`src/rtl/core/cpu8080_data_transfer_unit_assert.svh`:
```
// Assertion macros for the 8080 data-transfer unit.
// Used by the top level; no other dependencies.
`ifndef CPU8080_DATA_TRANSFER_UNIT_ASSERT_SVH
`define CPU8080_DATA_TRANSFER_UNIT_ASSERT_SVH
`ifndef SYNTHESIS
`define DTU_ASSERT(label, clk, rst_n, prop, msg) \
	label: assert property (@(posedge clk) disable iff (!rst_n) prop) else $error(msg);
`define DTU_ASSERT_NORST(label, clk, prop, msg) \
	label: assert property (@(posedge clk) prop) else $error(msg);
`else
`define DTU_ASSERT(label, clk, rst_n, prop, msg)
`define DTU_ASSERT_NORST(label, clk, prop, msg)
`endif
`endif

```
`src/rtl/core/dtu_ram.sv`:
```
// Generic single-port synchronous RAM with registered read.
// No dependencies.
module dtu_ram #(
	parameter int Width = 8,
	parameter int Depth = 256
) (
	input  logic                     clk,
	input  logic                     we,
	input  logic [$clog2(Depth)-1:0] addr,
	input  logic [Width-1:0]         wdata,
	output logic [Width-1:0]         rdata
);
	logic [Width-1:0] mem [Depth];

	// write one word when enabled and always read one word
	always_ff @(posedge clk) begin
		if (we) begin
			mem[addr] <= wdata;
		end
		rdata <= mem[addr];
	end
endmodule

```
`config.mk`:
```
export PLATFORM = sky130hd
export DESIGN_NAME = dtu_ram
export DESIGN_NICKNAME = d
export VERILOG_FILES = /design/src/rtl/core/cpu8080_data_transfer_unit_assert.svh /design/src/rtl/core/dtu_ram.sv
export SDC_FILE = /design/constraint.sdc
export NUM_CORES = 2
export LEC_CHECK = 0
export BUFFER_PORTS_ARGS = -buffer_cell sky130_fd_sc_hd__buf_2
export CAP_MARGIN = 10
export CORE_AREA = 2 2 515 312
export DETAILED_ROUTE_END_ITERATION = 16
export DIE_AREA = 0 0 517 314
export GPL_ROUTABILITY_DRIVEN = 0
export GPL_TIMING_DRIVEN = 1
export HOLD_SLACK_MARGIN = 0.02
export PLACE_DENSITY = 0.74
export SLEW_MARGIN = 25
export SYNTH_ARGS = -nofsm -noshare
export SYNTH_HDL_FRONTEND = slang
export SYNTH_SLANG_ARGS = --single-unit
```
`constraint.sdc`:
```
create_clock -name clk -period 3.2 [get_ports clk]
set_input_delay 0.32 -clock clk [delete_from_list [all_inputs] [get_ports clk]]
set_output_delay 0.32 -clock clk [all_outputs]
set_load 0.02 [all_outputs]
```
==> metrics.txt <==
synthesized area 78500 µm²; relative slew slack 32.2%; Crit Path Max Fanout 30; DP HPWL 123000 µm; post-CTS setup buffer count 0; Hold Vio Cnt, Final 0; max_cap viols 0; Synth Net Count 3565; Port Buf Inserts 25; hold wc startpoint wdata[1]; placed instance area 84900 µm²; Ys Warns 0; clock skew 0.0412 ns; vias in the first global route 39800; overall power 52.8 mW; critical path data required time 3.86 ns; Design Area, Final 90200 µm²; antenna violations before repair 10; status complete, no violations; average cell area after synthesis 22.1 µm²; share of cells above drive strength 1 30.9%; register area share after synthesis 78.6%; Least-Margin Pin Slew 1.02 ns; max frequency 382 MHz; CTS max path bufs 3; largest net degree at the start of global routing 129; initial core utilization 49.8%; root buf cell clkbuf_16; FF-to-FF path depth 5; Reg2Reg Launch Point mem[109][2]; most common cell after layout, fill and taps aside edfxtp_1; drt initial violations 6632; Slew Viols, Final 0; setup ws final 0.579 ns; Yosys reg bits 2056; WHS Path Cells 1; Clock transition at path regs 0.07 ns; nets@finish 4040; Filler cells 11100; distinct cell type count after synthesis 22; hold crit path type input port to flop; clk sinks 2056; PD cells 585 nW/µm²; Routed WL 196000 µm; CTS Buf Count 171; Ports 26; die width 517 µm; Site Rows 113; RSZ-0062 raised after global routing false; DR WL/cell 31.2 µm; DRC viols 0; first-pass GRT wire length 284000 µm; hold slack 0.0696 ns; drt pass-1 iters 6; Final ANT Viol Nets 0; All-Layer GR Usage 24.4%; gr ovfl total 0; crit end category flop; Startpoint Class input port; FF-to-FF End rdata[2]; post-route insts no fill 6290; Synth Instances 3547; clock latency on the worst-skew pair 0.78 ns; Lkg Pwr 28.3 nW; min cycle time layout 2.62 ns; die area 162000 µm²; Min-Delay Endpoint mem[248][1]; post-place setup slack -0.270 ns; H-Tree Depth 4; CTS tree done; Die Ht 314 µm; most frequent cells in the layout edfxtp_1, mux4_2, buf_4, a22oi_1, nor2_1; vias 40200; Setup-failing EPs final 0; CP arrival 3.28 ns; Core Box Area 158000 µm²; area delta synth->final 14.9%; placed insts 5975; Max VDD drop 0.528 mV; period utilization 81.9%; reg-to-reg slack, setup 0.63 ns; Via density 6.40; CP Class input port to flop
-- what timing repair did --
| action | in CTS | in global routing |
|---|---|---|
| hold buffers | 1 | 0 |
| hold endpoints to repair | 32 | 0 |
| resized for setup | 0 | 0 |
| endpoints found under the setup margin | 0 | 0 |
-- cell families after synthesis --
kind of cell | Yosys count | share of synthesized area (%)
flip-flops | 2056 | 78.6
multiplexers | 512 | 14.7
AO/OA/AOI/OAI | 416 | 3.62
AND/OR/NAND/NOR | 330 | 1.73
buffers and inverters | 233 | 1.40
-- worst max-delay path, cell delays in order --
cell,delay (ns)
buf_8,0.25
buf_12,0.28
buf_4,0.32
buf_4,0.20
mux4_2,0.31
a22oi_1,0.32
a21oi_1,0.12
o41ai_1,0.71
buf_4,0.24
nand4_1,0.08
-- flip-flops by register name (all words and copies together) (netlist names) --
name and count:
rdata 8, mem 2048
-- final cells by class --
cell class | count | area, µm² | share of cell area, %
inverter | 1 | 3.75 | 0.00416
timing repair buffer | 534 | 4770 | 5.28
sequential | 2056 | 61700 | 68.3
antenna | 1 | 2.50 | 0.00277
clock buffer | 222 | 4620 | 5.12
clock inverter | 91 | 703 | 0.779
multi-input combinational | 1258 | 15800 | 17.5
tap | 2127 | 2660 | 2.95
-- worst max path at each step --
stage | from | endpoint | slack, ns | cells past startpoint
after global placement | addr[0] | rdata[7] | -0.24 | 9
final | addr[1] | rdata[7] | 0.58 | 10
after floorplan | addr[1] | mem[111][0] | 0.66 | 9
after detailed placement | addr[0] | rdata[7] | -0.27 | 9
after CTS | addr[0] | rdata[7] | 0.61 | 9
after global routing | addr[0] | rdata[7] | 0.50 | 9
-- per-layer routing --
metal / global-route usage (%) / part of all wire (%) / up-vias
met5: 0 / 0.030 / -
met4: 5.83 / 2.0 / 10
met3: 8.25 / 15 / 272
met2: 33.6 / 43 / 2938
met1: 37.6 / 40 / 21000
li1: - / - / 16000
-- Yosys cell counts --
| cell type | instances | area share [%] |
|---|---|---|
| a21oi_1 | 128 | 0.82 |
| inv_1 | 1 | 0.0048 |
| and2_1 | 3 | 0.024 |
| a22oi_1 | 256 | 2.4 |
| nor3_1 | 30 | 0.19 |
| nand2_1 | 28 | 0.13 |
| nand2b_1 | 6 | 0.048 |
| buf_4 | 16 | 0.15 |
| clkbuf_1 | 145 | 0.69 |
| nand3_1 | 13 | 0.083 |
| buf_6 | 16 | 0.23 |
| nand4_1 | 8 | 0.064 |
| nor2_1 | 232 | 1.1 |
| or3_1 | 1 | 0.0080 |
| edfxtp_1 | 2048 | 78 |
| buf_1 | 19 | 0.091 |
| nor2b_1 | 7 | 0.056 |
| o41ai_1 | 32 | 0.36 |
| buf_2 | 36 | 0.23 |
| or2_2 | 2 | 0.016 |
| dfxtp_1 | 8 | 0.20 |
| mux4_2 | 512 | 15 |
-- per-stage QoR --
| step | utilization (%) | setup TNS (ns) |
|---|---|---|
| after floorplan | - | 0 |
| after global placement | 53.9 | -0.492 |
| after detailed placement | 53.9 | -0.622 |
| after CTS | 57.3 | 0 |
| after global routing | 57.3 | 0 |
| final | 57.3 | 0 |
-- where the power goes --
| part | total (mW) | leakage, nW | switching [mW] | internal, mW |
|---|---|---|---|---|
| clock network | 20.3 | 2.61 | 9.40 | 10.9 |
| registers | 29.7 | 18.5 | 0.0395 | 29.7 |
| logic | 2.74 | 7.17 | 1.72 | 1.02 |
| total | 52.8 | 28.3 | 11.2 | 41.6 |
Power figures use the tool's default switching activity.
